### src/rtl/x86dec_pkg.sv
// Package for the scalar x86-64 instruction decoder.
// Holds the status and operation codes, opcode constants and the decode phase type.
// It depends on nothing and is imported by x86_scalar_instruction_decoder_core.
package x86dec_pkg;

    localparam logic [1:0] ST_OK      = 2'd0;
    localparam logic [1:0] ST_TRUNC   = 2'd1;
    localparam logic [1:0] ST_UNSUP   = 2'd2;
    localparam logic [1:0] ST_INVALID = 2'd3;

    localparam logic [3:0] OP_NOP  = 4'd0;
    localparam logic [3:0] OP_MOVE = 4'd1;
    localparam logic [3:0] OP_ADD  = 4'd2;
    localparam logic [3:0] OP_SUB  = 4'd3;
    localparam logic [3:0] OP_CMP  = 4'd4;
    localparam logic [3:0] OP_AND  = 4'd5;
    localparam logic [3:0] OP_XOR  = 4'd6;
    localparam logic [3:0] OP_OR   = 4'd7;
    localparam logic [3:0] OP_TEST = 4'd8;

    localparam logic [7:0] OPC_REX_LO  = 8'h40;
    localparam logic [7:0] OPC_REX_HI  = 8'h4f;
    localparam logic [7:0] OPC_NOP     = 8'h90;
    localparam logic [7:0] OPC_MOVI_LO = 8'hb8;
    localparam logic [7:0] OPC_MOVI_HI = 8'hbf;
    localparam logic [7:0] OPC_GRP_I32 = 8'h81;
    localparam logic [7:0] OPC_GRP_I8  = 8'h83;
    localparam logic [7:0] OPC_TEST    = 8'h85;
    localparam logic [7:0] OPC_MOV_ST  = 8'h89;
    localparam logic [7:0] OPC_MOV_LD  = 8'h8b;
    localparam logic [7:0] OPC_ADD_ST  = 8'h01;
    localparam logic [7:0] OPC_ADD_LD  = 8'h03;
    localparam logic [7:0] OPC_OR_ST   = 8'h09;
    localparam logic [7:0] OPC_OR_LD   = 8'h0b;
    localparam logic [7:0] OPC_AND_ST  = 8'h21;
    localparam logic [7:0] OPC_AND_LD  = 8'h23;
    localparam logic [7:0] OPC_SUB_ST  = 8'h29;
    localparam logic [7:0] OPC_SUB_LD  = 8'h2b;
    localparam logic [7:0] OPC_XOR_ST  = 8'h31;
    localparam logic [7:0] OPC_XOR_LD  = 8'h33;
    localparam logic [7:0] OPC_CMP_ST  = 8'h39;
    localparam logic [7:0] OPC_CMP_LD  = 8'h3b;

    // Group /digit codes for 0x81 and 0x83.
    localparam logic [2:0] DIG_ADD = 3'd0;
    localparam logic [2:0] DIG_OR  = 3'd1;
    localparam logic [2:0] DIG_AND = 3'd4;
    localparam logic [2:0] DIG_SUB = 3'd5;
    localparam logic [2:0] DIG_XOR = 3'd6;
    localparam logic [2:0] DIG_CMP = 3'd7;

    localparam logic [1:0]  MOD_REG       = 2'b11;
    localparam logic [3:0]  MAX_COUNT     = 4'd15;
    localparam logic [3:0]  IMM32_BYTES   = 4'd4;
    localparam logic [3:0]  IMM64_BYTES   = 4'd8;
    localparam logic [3:0]  IMM8_BYTES    = 4'd1;
    localparam logic [63:0] CANON_LOW_MAX = 64'h0000_7fff_ffff_ffff;
    localparam logic [63:0] CANON_HI_MIN  = 64'hffff_8000_0000_0000;

    typedef enum logic [4:0] {
        PH_IDLE   = 5'b00001,
        PH_FIRST  = 5'b00010,
        PH_OPCODE = 5'b00100,
        PH_MODRM  = 5'b01000,
        PH_IMM    = 5'b10000
    } phase_t;

    function automatic logic is_canonical(input logic [63:0] a);
        return (a <= CANON_LOW_MAX) || (a >= CANON_HI_MIN);
    endfunction

endpackage

### src/rtl/x86_scalar_instruction_decoder_core.sv
// Byte-serial decoder for a small subset of x86-64 scalar integer instructions.
// Per-byte decode state and one output record register; uses x86dec_pkg.
//
// Usage: code bytes arrive on the code channel (code_valid / code_stall), one
// request per byte. start_new marks the first byte of a buffer and samples
// start_address; buffer_end marks the last byte available. Each instruction,
// and each error found while decoding it, yields exactly one request on the
// record channel (record_valid / record_stall). Bytes that arrive after a
// record and before the next start_new are consumed and ignored.
// Throughput is one byte per cycle unless a held record stalls. A record is
// presented in the cycle after the byte that completes or fails the instruction
// is taken; this is set by the single output register behind the decode logic.
// A held record blocks the code channel only if the receiver stalls it; while
// record_stall is low, bytes flow every cycle.
// Reset (rst_n low, asynchronous) returns the decoder to idle, waiting for a
// byte with start_new set, and drops any record not yet taken.
module x86_scalar_instruction_decoder_core (
    input  logic        clk,
    input  logic        rst_n,
    input  logic        code_valid,
    output logic        code_stall,
    input  logic [7:0]  code_byte,
    input  logic        start_new,
    input  logic        buffer_end,
    input  logic [63:0] start_address,
    output logic        record_valid,
    input  logic        record_stall,
    output logic [1:0]  status,
    output logic [3:0]  operation,
    output logic        wide,
    output logic [3:0]  destination,
    output logic [3:0]  source,
    output logic        has_immediate,
    output logic [63:0] immediate_value,
    output logic [3:0]  length,
    output logic [63:0] decoded_address
);
    import x86dec_pkg::*;

    phase_t      phase_reg, phase_next;
    logic [3:0]  rex_reg, rex_next;
    logic        rex_seen_reg, rex_seen_next;
    logic [7:0]  opcode_reg, opcode_next;
    logic [63:0] imm_reg, imm_next;
    logic [3:0]  need_reg, need_next;
    logic [2:0]  idx_reg, idx_next;
    logic [3:0]  count_reg, count_next;
    logic [63:0] addr_reg, addr_next;
    logic [3:0]  pop_reg, pop_next;
    logic [3:0]  pdst_reg, pdst_next;
    logic [3:0]  psrc_reg, psrc_next;
    logic        pimm_reg, pimm_next;

    logic        out_valid_reg, out_valid_next;
    logic [1:0]  status_reg;
    logic [3:0]  operation_reg;
    logic        wide_reg;
    logic [3:0]  destination_reg;
    logic [3:0]  source_reg;
    logic        has_imm_reg;
    logic [63:0] imm_out_reg;
    logic [3:0]  length_reg;
    logic [63:0] addr_out_reg;

    logic        take;
    logic        do_opcode;
    logic        finish;
    logic        fail;
    logic [1:0]  fail_status;
    logic        emit;
    logic [1:0]  rec_status;
    logic        rec_ok;
    logic        is_group;
    logic [2:0]  digit;
    logic [3:0]  reg_field;
    logic [3:0]  rm_field;
    logic [64:0] end_sum;

    assign code_stall = out_valid_reg && record_stall;
    assign take       = code_valid && !code_stall;

    always_comb
    begin
        // A start marker clears the decode state before the byte is looked at.
        phase_next    = start_new ? PH_FIRST : phase_reg;
        rex_next      = start_new ? 4'd0 : rex_reg;
        rex_seen_next = start_new ? 1'b0 : rex_seen_reg;
        opcode_next   = start_new ? 8'd0 : opcode_reg;
        imm_next      = start_new ? 64'd0 : imm_reg;
        need_next     = start_new ? 4'd0 : need_reg;
        idx_next      = start_new ? 3'd0 : idx_reg;
        count_next    = start_new ? 4'd0 : count_reg;
        addr_next     = start_new ? start_address : addr_reg;
        pop_next      = start_new ? OP_NOP : pop_reg;
        pdst_next     = start_new ? 4'd0 : pdst_reg;
        psrc_next     = start_new ? 4'd0 : psrc_reg;
        pimm_next     = start_new ? 1'b0 : pimm_reg;

        do_opcode   = 1'b0;
        finish      = 1'b0;
        fail        = 1'b0;
        fail_status = ST_UNSUP;
        is_group    = (opcode_next == OPC_GRP_I32) || (opcode_next == OPC_GRP_I8);
        digit       = code_byte[5:3];
        reg_field   = {rex_next[2], code_byte[5:3]};
        rm_field    = {rex_next[0], code_byte[2:0]};

        if (phase_next != PH_IDLE && count_next < MAX_COUNT)
        begin
            count_next = count_next + 4'd1;
        end

        unique case (phase_next)
            PH_IDLE:
            begin
            end
            PH_FIRST:
            begin
                if (code_byte >= OPC_REX_LO && code_byte <= OPC_REX_HI)
                begin
                    rex_seen_next = 1'b1;
                    rex_next      = code_byte[3:0];
                    phase_next    = PH_OPCODE;
                end
                else
                begin
                    do_opcode = 1'b1;
                end
            end
            PH_OPCODE:
            begin
                do_opcode = 1'b1;
            end
            PH_MODRM:
            begin
                if (code_byte[7:6] != MOD_REG)
                begin
                    fail = 1'b1;
                end
                else
                begin
                    pdst_next = (!is_group && opcode_next[1]) ? reg_field : rm_field;
                    psrc_next = opcode_next[1] ? rm_field : reg_field;
                    if (!is_group)
                    begin
                        finish = 1'b1;
                    end
                    else
                    begin
                        unique case (digit)
                            DIG_ADD: pop_next = OP_ADD;
                            DIG_OR:  pop_next = OP_OR;
                            DIG_AND: pop_next = OP_AND;
                            DIG_SUB: pop_next = OP_SUB;
                            DIG_XOR: pop_next = OP_XOR;
                            DIG_CMP: pop_next = OP_CMP;
                            default: fail = 1'b1;
                        endcase
                        pimm_next  = 1'b1;
                        need_next  = (opcode_next == OPC_GRP_I8) ? IMM8_BYTES : IMM32_BYTES;
                        idx_next   = 3'd0;
                        phase_next = PH_IMM;
                    end
                end
            end
            PH_IMM:
            begin
                imm_next = imm_next | (64'(code_byte) << {idx_next, 3'b000});
                idx_next = idx_next + 3'd1;
                if (need_next != 4'd0)
                begin
                    need_next = need_next - 4'd1;
                end
                if (need_next == 4'd0)
                begin
                    finish = 1'b1;
                    if (opcode_next == OPC_GRP_I8)
                    begin
                        imm_next = {{56{imm_next[7]}}, imm_next[7:0]};
                    end
                    else if (opcode_next == OPC_GRP_I32)
                    begin
                        imm_next = {{32{imm_next[31]}}, imm_next[31:0]};
                    end
                end
            end
            default:
            begin
            end
        endcase

        if (do_opcode)
        begin
            opcode_next = code_byte;
            phase_next  = PH_MODRM;
            if (code_byte == OPC_NOP && !rex_seen_next)
            begin
                pop_next = OP_NOP;
                finish   = 1'b1;
            end
            else
            begin
                unique case (code_byte) inside
                    [OPC_MOVI_LO:OPC_MOVI_HI]:
                    begin
                        pop_next   = OP_MOVE;
                        pimm_next  = 1'b1;
                        pdst_next  = {rex_next[0], code_byte[2:0]};
                        need_next  = rex_next[3] ? IMM64_BYTES : IMM32_BYTES;
                        idx_next   = 3'd0;
                        phase_next = PH_IMM;
                    end
                    OPC_MOV_ST, OPC_MOV_LD: pop_next = OP_MOVE;
                    OPC_ADD_ST, OPC_ADD_LD: pop_next = OP_ADD;
                    OPC_OR_ST,  OPC_OR_LD:  pop_next = OP_OR;
                    OPC_AND_ST, OPC_AND_LD: pop_next = OP_AND;
                    OPC_SUB_ST, OPC_SUB_LD: pop_next = OP_SUB;
                    OPC_XOR_ST, OPC_XOR_LD: pop_next = OP_XOR;
                    OPC_CMP_ST, OPC_CMP_LD: pop_next = OP_CMP;
                    OPC_TEST:               pop_next = OP_TEST;
                    OPC_GRP_I32, OPC_GRP_I8:
                    begin
                    end
                    default: fail = 1'b1;
                endcase
            end
        end

        end_sum = {1'b0, addr_next} + {61'd0, count_next};
        rec_ok  = !end_sum[64] && is_canonical(addr_next) && is_canonical(end_sum[63:0]);

        if (fail)
        begin
            rec_status = ST_UNSUP;
        end
        else if (finish)
        begin
            rec_status = rec_ok ? ST_OK : ST_INVALID;
        end
        else
        begin
            rec_status = ST_TRUNC;
        end
        fail_status = rec_status;

        // Truncation only applies when the byte neither completed nor failed.
        emit = (phase_next != PH_IDLE || fail || finish)
               && (fail || finish || buffer_end);
        if (emit)
        begin
            phase_next = PH_IDLE;
        end
    end

    always_comb
    begin
        out_valid_next = out_valid_reg && record_stall;
        if (take && emit)
        begin
            out_valid_next = 1'b1;
        end
    end

    always_ff @(posedge clk or negedge rst_n)
    begin
        if (!rst_n)
        begin
            phase_reg     <= PH_IDLE;
            rex_reg       <= 4'd0;
            rex_seen_reg  <= 1'b0;
            opcode_reg    <= 8'd0;
            imm_reg       <= 64'd0;
            need_reg      <= 4'd0;
            idx_reg       <= 3'd0;
            count_reg     <= 4'd0;
            addr_reg      <= 64'd0;
            pop_reg       <= OP_NOP;
            pdst_reg      <= 4'd0;
            psrc_reg      <= 4'd0;
            pimm_reg      <= 1'b0;
            out_valid_reg <= 1'b0;
        end
        else
        begin
            out_valid_reg <= out_valid_next;
            if (take)
            begin
                phase_reg    <= phase_next;
                rex_reg      <= rex_next;
                rex_seen_reg <= rex_seen_next;
                opcode_reg   <= opcode_next;
                imm_reg      <= imm_next;
                need_reg     <= need_next;
                idx_reg      <= idx_next;
                count_reg    <= count_next;
                addr_reg     <= addr_next;
                pop_reg      <= pop_next;
                pdst_reg     <= pdst_next;
                psrc_reg     <= psrc_next;
                pimm_reg     <= pimm_next;
            end
        end
    end

    // Error records carry only status, width and address.
    always_ff @(posedge clk)
    begin
        if (take && emit)
        begin
            status_reg   <= fail_status;
            wide_reg     <= rex_next[3];
            addr_out_reg <= addr_next;
            if (fail_status == ST_OK)
            begin
                operation_reg   <= pop_next;
                destination_reg <= pdst_next;
                source_reg      <= psrc_next;
                has_imm_reg     <= pimm_next;
                imm_out_reg     <= imm_next;
                length_reg      <= count_next;
            end
            else
            begin
                operation_reg   <= OP_NOP;
                destination_reg <= 4'd0;
                source_reg      <= 4'd0;
                has_imm_reg     <= 1'b0;
                imm_out_reg     <= 64'd0;
                length_reg      <= 4'd0;
            end
        end
    end

    assign record_valid    = out_valid_reg;
    assign status          = status_reg;
    assign operation       = operation_reg;
    assign wide            = wide_reg;
    assign destination     = destination_reg;
    assign source          = source_reg;
    assign has_immediate   = has_imm_reg;
    assign immediate_value = imm_out_reg;
    assign length          = length_reg;
    assign decoded_address = addr_out_reg;

    a_ok_length: assert property (@(posedge clk) disable iff (!rst_n)
        record_valid && status == ST_OK |-> length >= 4'd1 && length <= 4'd10)
        else $error("completed instruction has an impossible length");

    a_err_fields: assert property (@(posedge clk) disable iff (!rst_n)
        record_valid && status != ST_OK |->
            operation == OP_NOP && !has_immediate && length == 4'd0
            && immediate_value == 64'd0)
        else $error("error record carries result fields");

    a_imm_pending: assert property (@(posedge clk) disable iff (!rst_n)
        phase_reg == PH_IMM |-> need_reg != 4'd0 && pimm_reg)
        else $error("immediate phase with nothing left to collect");

    a_ok_address: assert property (@(posedge clk) disable iff (!rst_n)
        record_valid && status == ST_OK |->
            is_canonical(decoded_address) && decoded_address <= decoded_address + length)
        else $error("valid record with bad address range");

    a_hold_blocks: assert property (@(posedge clk) disable iff (!rst_n)
        take && emit |=> record_valid)
        else $error("record lost after decode");

endmodule

### config.mk
export PLATFORM = sky130hd
export DESIGN_NAME = x86_scalar_instruction_decoder_core
export DESIGN_NICKNAME = d
export VERILOG_FILES = /design/src/rtl/x86dec_pkg.sv /design/src/rtl/x86_scalar_instruction_decoder_core.sv
export SDC_FILE = /design/constraint.sdc
export NUM_CORES = 1
export LEC_CHECK = 0
export ABC_AREA = 0
export BUFFER_PORTS_ARGS = -buffer_cell sky130_fd_sc_hd__buf_2
export CAP_MARGIN = 20
export CORE_AREA = 2 2 165 167
export CTS_BUF_LIST = sky130_fd_sc_hd__clkbuf_2
export CTS_CLUSTER_SIZE = 20
export DETAILED_ROUTE_END_ITERATION = 8
export DIE_AREA = 0 0 167 169
export PLACE_DENSITY = 0.85
export SLEW_MARGIN = 20
export SYNTH_ARGS = -nofsm -noshare
export SYNTH_HDL_FRONTEND = slang
export SYNTH_SLANG_ARGS = --single-unit
### constraint.sdc
create_clock -name clk -period 7.45 [get_ports clk]
set_input_delay 0.745 -clock clk [delete_from_list [all_inputs] [get_ports clk]]
set_output_delay 0.745 -clock clk [all_outputs]
set_load 0.01 [all_outputs]
==> key figures, run 1 <==
Run status
  • Status: finished clean

Worst setup path
  • WP buf/inv: 3
  • Critical path startpoint category: primary input
  • Worst path cell trace: buf_4 -> clkinv_1 -> buf_4 -> nand3_1 -> nor3_1 -> a31oi_1 -> nand4_1 -> xor2_1 -> nor2_1 -> ha_1 -> a21oi_1 -> a22oi_1 -> nand2_1 -> or4_1 -> o31ai_1 -> o22a_4 -> nor3_1
  • Max stage delay on crit path: 0.92 ns
  • CP endpoint kind: flip-flop
  • Critical path's slowest cell: o22a_4
  • Worst-path fanout max: 81
  • WS Path Type: in2reg
  • WP data required: 7.97 ns
  • Top cell family by delay on the critical path: compound AO/OA/AOI/OAI gates
  • Arrival @ worst endpoint: 5.31 ns

Detailed routing
  • WL final: 40100 µm
  • DR WL/cell: 18.8 µm
  • Vias: 12.8k
  • Post-DRT Antenna Nets: 0
  • WL met3: 4090 µm
  • Drt drc: 0
  • WL met2: 18700 µm
  • Highest routing layer actually used: met5
  • Vias per cell: 6.02
  • WL met1: 16200 µm
  • Initial DRC count: 1430
  • Iteration count of the initial detailed-routing pass: 6

Worst hold path
  • Worst Hold Class: in2reg

Clock network
  • Sink Count: 318
  • Clock Pin Slew Worst Setup and Hold Paths: 0.13 ns
  • Resized Gates After CTS: 0
  • CTS tree: done
  • CTS H-tree depth: 3
  • Worst-Skew Late Latency: 0.93 ns
  • Clk buf depth: 3
  • Total clock buffers created by CTS: 82
  • Clk Tree Root Cell: clkbuf_2

Global route
  • Largest net degree at the start of global routing: 115
  • Remaining Overflow, GRT: 0
  • Vias in the first global route: 12.4k
  • Initial antenna violation count: 3
  • Tot GR Track Use: 28.2%
  • First-pass GRT wire length: 64000 µm

Placement
  • Gpl congestion: 0.897
  • Port bufs: 227
  • HPWL after detailed placement: 25200 µm
  • Post-DP Area: 16600 µm²

Logic synthesis
  • Number of flops mapped to enable cells by yosys: 148
  • Most common flop cell mapped by yosys: dfrtp_1
  • Library cells used by synthesis: 69
  • #FFs+latches synth: 318
  • Yosys Warn Count: 0
  • Synthesized area: 15400 µm²
  • Post-Syn Instances: 1508
  • Synth async-reset ratio: 53.5%
  • Sequential area share after synthesis: 56.4%
  • Syn nets: 1594
  • Syn_area_per_cell: 10.2 µm²

Finish
  • Final instance area: 17400 µm²
  • Layout cells sized above 1: 26.3%
  • Layout area overhead: 12.8%
  • Most common cell after layout, fill and taps aside: nand2_1
  • Most frequent cells in the layout: nand2_1 (314), buf_2 (225), dfrtp_1 (169)
  • Fin nets: 1806

Timing
  • Final Max Slew Viols: 0
  • Fmax: 209 MHz
  • Setup_tns: 0 ns
  • Tmin final: 4.78 ns
  • Skew final: 0.117 ns
  • Finish-stage setup viols: 0
  • Post-route clock period utilization: 64.2%
  • Unrepaired setup endpoints after global routing: no
  • Final Hold Viols: 0
  • Slew margin rel.: 26.2%
  • Worst-Margin Slew: 1.11 ns

Floorplanning
  • Die X: 167 µm
  • Starting Density: 58.3%
  • Core Region: 26500 µm²
  • # rows: 60
  • I/O pin count: 228
  • Die area: 28200 µm²
  • Chip height: 169 µm

Pwr
  • Net Sw Frac: 31.1%
  • Cell Pwr Density: 224 nW/µm²
  • Max IR drop VDD: 0.000156 V
  • Clk network pwr share: 31.2%
  • Logic pwr share: 14.4%
  • Reg power frac: 54.4%
  • Leakage power: 7.15 nW
  • Net Switching: 1.21 mW
  • Pint: 2.68 mW

Flow run
  • Maximum Capacitance Violations: 0
power by group through the flow:
stage	clock network, mW	registers, mW	logic (mW)
final	1.22	2.12	0.559
after global routing	1.32	2.13	0.616
after CTS	1.23	2.12	0.558
after detailed placement	0	2.15	0.557
after global placement	0	2.15	0.535
after floorplan	0	2.17	0.321
logic make-up (layout without fill, tap and decap cells):
logic type	count (synthesis)	after routing	share of synthesized area (%)
compound gates	354	354	14.4
xor+xnor	8	8	0.454
fa+ha+maj	8	8	0.697
buf+inv	137	415	4.04
flops	318	318	56.4
mux	66	66	4.83
other cells	0	3	0
simple gates	617	617	19.3
final cells by class:
| type | instances | area (µm²) |
|---|---|---|
| diodes | 3 | 7.51 |
| fillers | 2102 | 9080 |
| flip-flops and latches | 318 | 8700 |
| repair buffers | 239 | 1270 |
| inverters | 26 | 97.6 |
| clock inverters | 22 | 120 |
| multi-input cells | 1053 | 6150 |
| well taps | 341 | 427 |
| clock buffers | 128 | 641 |
timing repair:
action                                 CTS  global route
endpoints found under the hold margin   91             0
setup buffers                            0             0
hold buffers                             1             0
synth_stat cells (32+ instances only):
master | count | area (µm²)
nor2_1 | 71 | 267
nand2_1 | 315 | 1180
nor2b_1 | 32 | 200
nor3_1 | 70 | 350
mux2_2 | 48 | 541
dfrtp_1 | 169 | 4230
o2bb2ai_1 | 32 | 280
o21ai_0 | 82 | 410
a21oi_1 | 93 | 465
o21ai_1 | 42 | 210
edfxtp_1 | 148 | 4440
clkbuf_1 | 65 | 244
path summary, 6_finish.rpt:
check / from / to / slack, ns / depth (start not counted)
hold reg to reg: addr_reg[2] / addr_reg[2] / 0.48 / 2
setup reg to reg: count_reg[1] / immediate_value[46] / 2.78 / 14
setup / recovery: start_new / immediate_value[46] / 2.67 / 17
min in group asynchronous: rst_n / imm_reg[29] / 0.50 / 2
hold / removal: start_address[26] / decoded_address[26] / 0.15 / 2
max in group asynchronous: rst_n / imm_reg[39] / 5.62 / 3
stage by stage:
stage | hold slack (ns) | total power [mW] | worst slack, ns | utilization [%] | cells
after detailed placement | 0.466 | 2.71 | 1.87 | 62.7 | 1976
after floorplan | 0.442 | 2.49 | 0.674 | - | 1508
after global placement | 0.454 | 2.68 | 2.12 | 62.6 | 1975
after CTS | 0.0678 | 3.91 | 2.78 | 65.6 | 2127
after global routing | 0.0783 | 4.07 | 2.44 | 65.7 | 2129
final | 0.147 | 3.89 | 2.67 | 65.7 | 2130
metal layers:
layer	track usage, %	vias up
li1	-	5891
met1	38.6	6117
met2	43.4	697
met4	11.8	2
met5	0	-
met3	6.85	112
(Power assumes the default switching activity.)
==> run 2, diff against run 1 <==
- ABC_AREA: 0 -> 1
- CORE_AREA: 2 2 165 167 -> 2 2 184 186
- DIE_AREA: 0 0 167 169 -> 0 0 186 188
- PLACE_DENSITY: 0.85 -> 0.82
- clock period: 7.45 -> 4.28 ns (I/O delays scaled with it)
==> key figures, run 2 <==
Run status
  • Status: finished clean

Logic synthesis
  • Syn nets: 2543 (+60%)
  • Synthesized area: 17800 µm² (+15%)
  • Number of flops mapped to enable cells by yosys: 148 (unchanged)
  • Syn_area_per_cell: 7.26 µm² (-29%)
  • Post-Syn Instances: 2457 (+63%)
  • Synth top area cells: edfxtp_1 (25%), dfrtp_1 (24%), nand2_1 (16%)
  • Library cells used by synthesis: 46 (-33%)
  • Dominant cell type by area after synthesis: edfxtp_1
  • Yosys Warn Count: 0 (unchanged)
  • #FFs+latches synth: 318 (unchanged)
  • Most common flop cell mapped by yosys: dfrtp_1
  • Synth top area share: 24.9% (-3.9 points)
  • Synth async-reset ratio: 53.5% (unchanged)
  • Count leader, synth: nand2_1
  • Synth top cells by count: nand2_1 (762), nor2_1 (404), inv_1 (281)
  • Sequential area share after synthesis: 48.8% (-7.6 points)

Floorplanning
  • Die area: 35000 µm² (+24%)
  • Starting Density: 53.8% (-4.4 points)
  • I/O pin count: 228 (unchanged)
  • Chip height: 188 µm (+11%)
  • Core Region: 33100 µm² (+25%)
  • # rows: 67 (+12%)
  • Die X: 186 µm (+11%)

Worst setup path
  • Critical path's slowest cell: dfstp_2
  • Worst r2r path cells: 24 (+10)
  • Arrival @ worst endpoint: 4.70 ns (-0.61 ns)
  • Critical path startpoint category: flip-flop
  • WS Path Type: reg2reg
  • CP endpoint kind: flip-flop
  • CP most frequent cell: nand2_1
  • Worst-path fanout max: 33 (-59%)
  • WP data required: 5.11 ns (-2.86 ns)
  • Crit path depth: 24 (+7)
  • WP buf/inv: 3 (unchanged)
  • Top cell family by delay on the critical path: simple AND/OR/NAND/NOR gates
  • Worst path cell trace: inv_1 -> nor2_1 -> nand4_1 -> nand2_2 -> xor2_1 -> inv_1 -> ha_1 -> fa_1 -> nand2_1 -> nand2_1 -> o21ai_1 -> nor2_1 -> nand2_1 -> nor2_4 -> nand3_2 -> nand2_1 -> nand2_1 -> nand3_1 -> nor2_1 -> nand3_1 -> nand2_2 -> nand4_4 -> buf_12 -> nor2_1
  • Max stage delay on crit path: 0.55 ns (-0.37 ns)

Placement
  • Post-DP Area: 19600 µm² (+18%)
  • Placed Instances: 3070 (+55%)
  • Post-place setup slack: 0.0873 ns (-1.78 ns)
  • Port bufs: 227 (unchanged)
  • HPWL after detailed placement: 40200 µm (+59%)
  • Gpl congestion: 0.961 (+7.2%)

Global route
  • Tot GR Track Use: 33.2% (+5.0 points)
  • Largest net degree at the start of global routing: 242 (+110%)
  • Vias in the first global route: 17.5k (+40%)
  • Remaining Overflow, GRT: 0 (unchanged)
  • First-pass GRT wire length: 90400 µm (+41%)
  • Initial antenna violation count: 1 (-2)

Finish
  • Register area: 8700 µm² (unchanged)
  • Util after Layout: 64.2% (-1.5 points)
  • Footprint of the multi-input gates: 7620 µm² (+24%)
  • Layout area overhead: 19.2%
  • Most frequent cells in the layout: nand2_1 (756), nor2_1 (402), inv_1 (279)
  • Fin nets: 2876 (+59%)
  • Finished Layout Cells: 3308 (+55%)
  • Layout cells sized above 1: 15.5% (-11 points)
  • Final instance area: 21300 µm² (+22%)
  • Fill count: 2842 (+35%)
  • Most common cell after layout, fill and taps aside: nand2_1

Worst hold path
  • Worst Hold Class: in2async

Clock network
  • Total clock buffers created by CTS: 82 (unchanged)
  • CTS tree: done
  • Setup Buffers After CTS: 0 (unchanged)
  • Clk Tree Root Cell: clkbuf_2
  • Clock Pin Slew Worst Setup and Hold Paths: 0.11 ns (-0.02 ns)
  • Sink Count: 318 (unchanged)
  • CTS H-tree depth: 3 (unchanged)
  • Worst-Skew Late Latency: 1.02 ns (+0.09 ns)
  • Clk buf depth: 3 (unchanged)

Detailed routing
  • Post-DRT Antenna Nets: 0 (unchanged)
  • Drt drc: 0 (unchanged)
  • Iteration count of the initial detailed-routing pass: 6 (unchanged)
  • WL final: 57400 µm (+43%)
  • DR WL/cell: 17.4 µm (-7.9%)
  • Initial DRC count: 1603 (+12%)
  • Vias: 17.8k (+39%)
  • Vias per cell: 5.39 (-10%)

Timing
  • Final Max Slew Viols: 0 (unchanged)
  • WHS: 0.0207 ns (-0.127 ns)
  • Slew margin rel.: 35.9% (+9.7 points)
  • Skew final: 0.0622 ns (-0.0545 ns)
  • Worst setup margin: 0.414 ns (-2.25 ns)
  • Unrepaired setup endpoints after global routing: no
  • Tmin final: 3.87 ns
  • Setup_tns: 0 ns (unchanged)
  • Final Hold Viols: 0 (unchanged)
  • Post-route clock period utilization: 90.3%
  • Worst-Margin Slew: 0.962 ns (-0.145 ns)
  • Fmax: 259 MHz
  • Finish-stage setup viols: 0 (unchanged)

Pwr
  • Max IR drop VDD: 0.000237 V (+52%)
  • Total power: 7.72 mW (+98%)
  • Cell Pwr Density: 363 nW/µm² (+63%)
  • Leakage power: 9.58 nW (+34%)

Flow run
  • Maximum Capacitance Violations: 0 (unchanged)
## run 2: cells by family (layout without fill, tap and decap cells)
group / count (synthesis) / count (layout) / synth area share (%)
AOI/OAI and AO/OA: 405 / 405 / 12.3
xor gates and xnor gates: 5 / 5 / 0.246
adders and majority gates: 8 / 8 / 0.604
buffers and inverters: 400 / 802 / 8.76
DFF: 318 / 318 / 48.8
other: 0 / 1 / 0
and+or+nand+nor: 1321 / 1321 / 29.3
## run 2: report_power, final
part	internal, mW	switching, mW	total (mW)
registers	3.59	0.150	3.74
clock network	0.892	1.34	2.23
logic	0.542	1.20	1.75
total	5.03	2.69	7.72
## run 2: final cells by class
| type | count | area share (%) |
|---|---|---|
| sequential | 318 | 40.9 |
| multi-input combinational | 1739 | 35.9 |
| timing repair buffer | 361 | 11.6 |
| inverter | 288 | 5.13 |
| clock buffer | 120 | 2.83 |
| tap | 448 | 2.64 |
| clock inverter | 33 | 0.977 |
| antenna | 1 | 0.0118 |
## run 2: final timing paths
check                      slack (ns)         start            to
min in group clk                 0.11    code_valid    pop_reg[0]
max in group asynchronous        3.23         rst_n   imm_reg[58]
hold / removal                   0.02         rst_n  addr_reg[24]
setup / recovery                 0.41  phase_reg[0]  operation[3]
setup reg to reg                 0.41  phase_reg[0]  operation[3]
hold reg to reg                  0.49  addr_reg[55]  addr_reg[55]
## run 2: timing repair
action                     in CTS  in global routing
setup endpoints to repair       0                 82
hold buffers                   84                  0
resized for setup               0                  7
hold endpoints to repair      221                  0
## run 2: per-layer routing
layer	part of all wire, %	GRT usage, %
met4	3.5	14.4
met2	51	59.0
met5	0	0
met3	6.8	5.34
met1	39	39.5
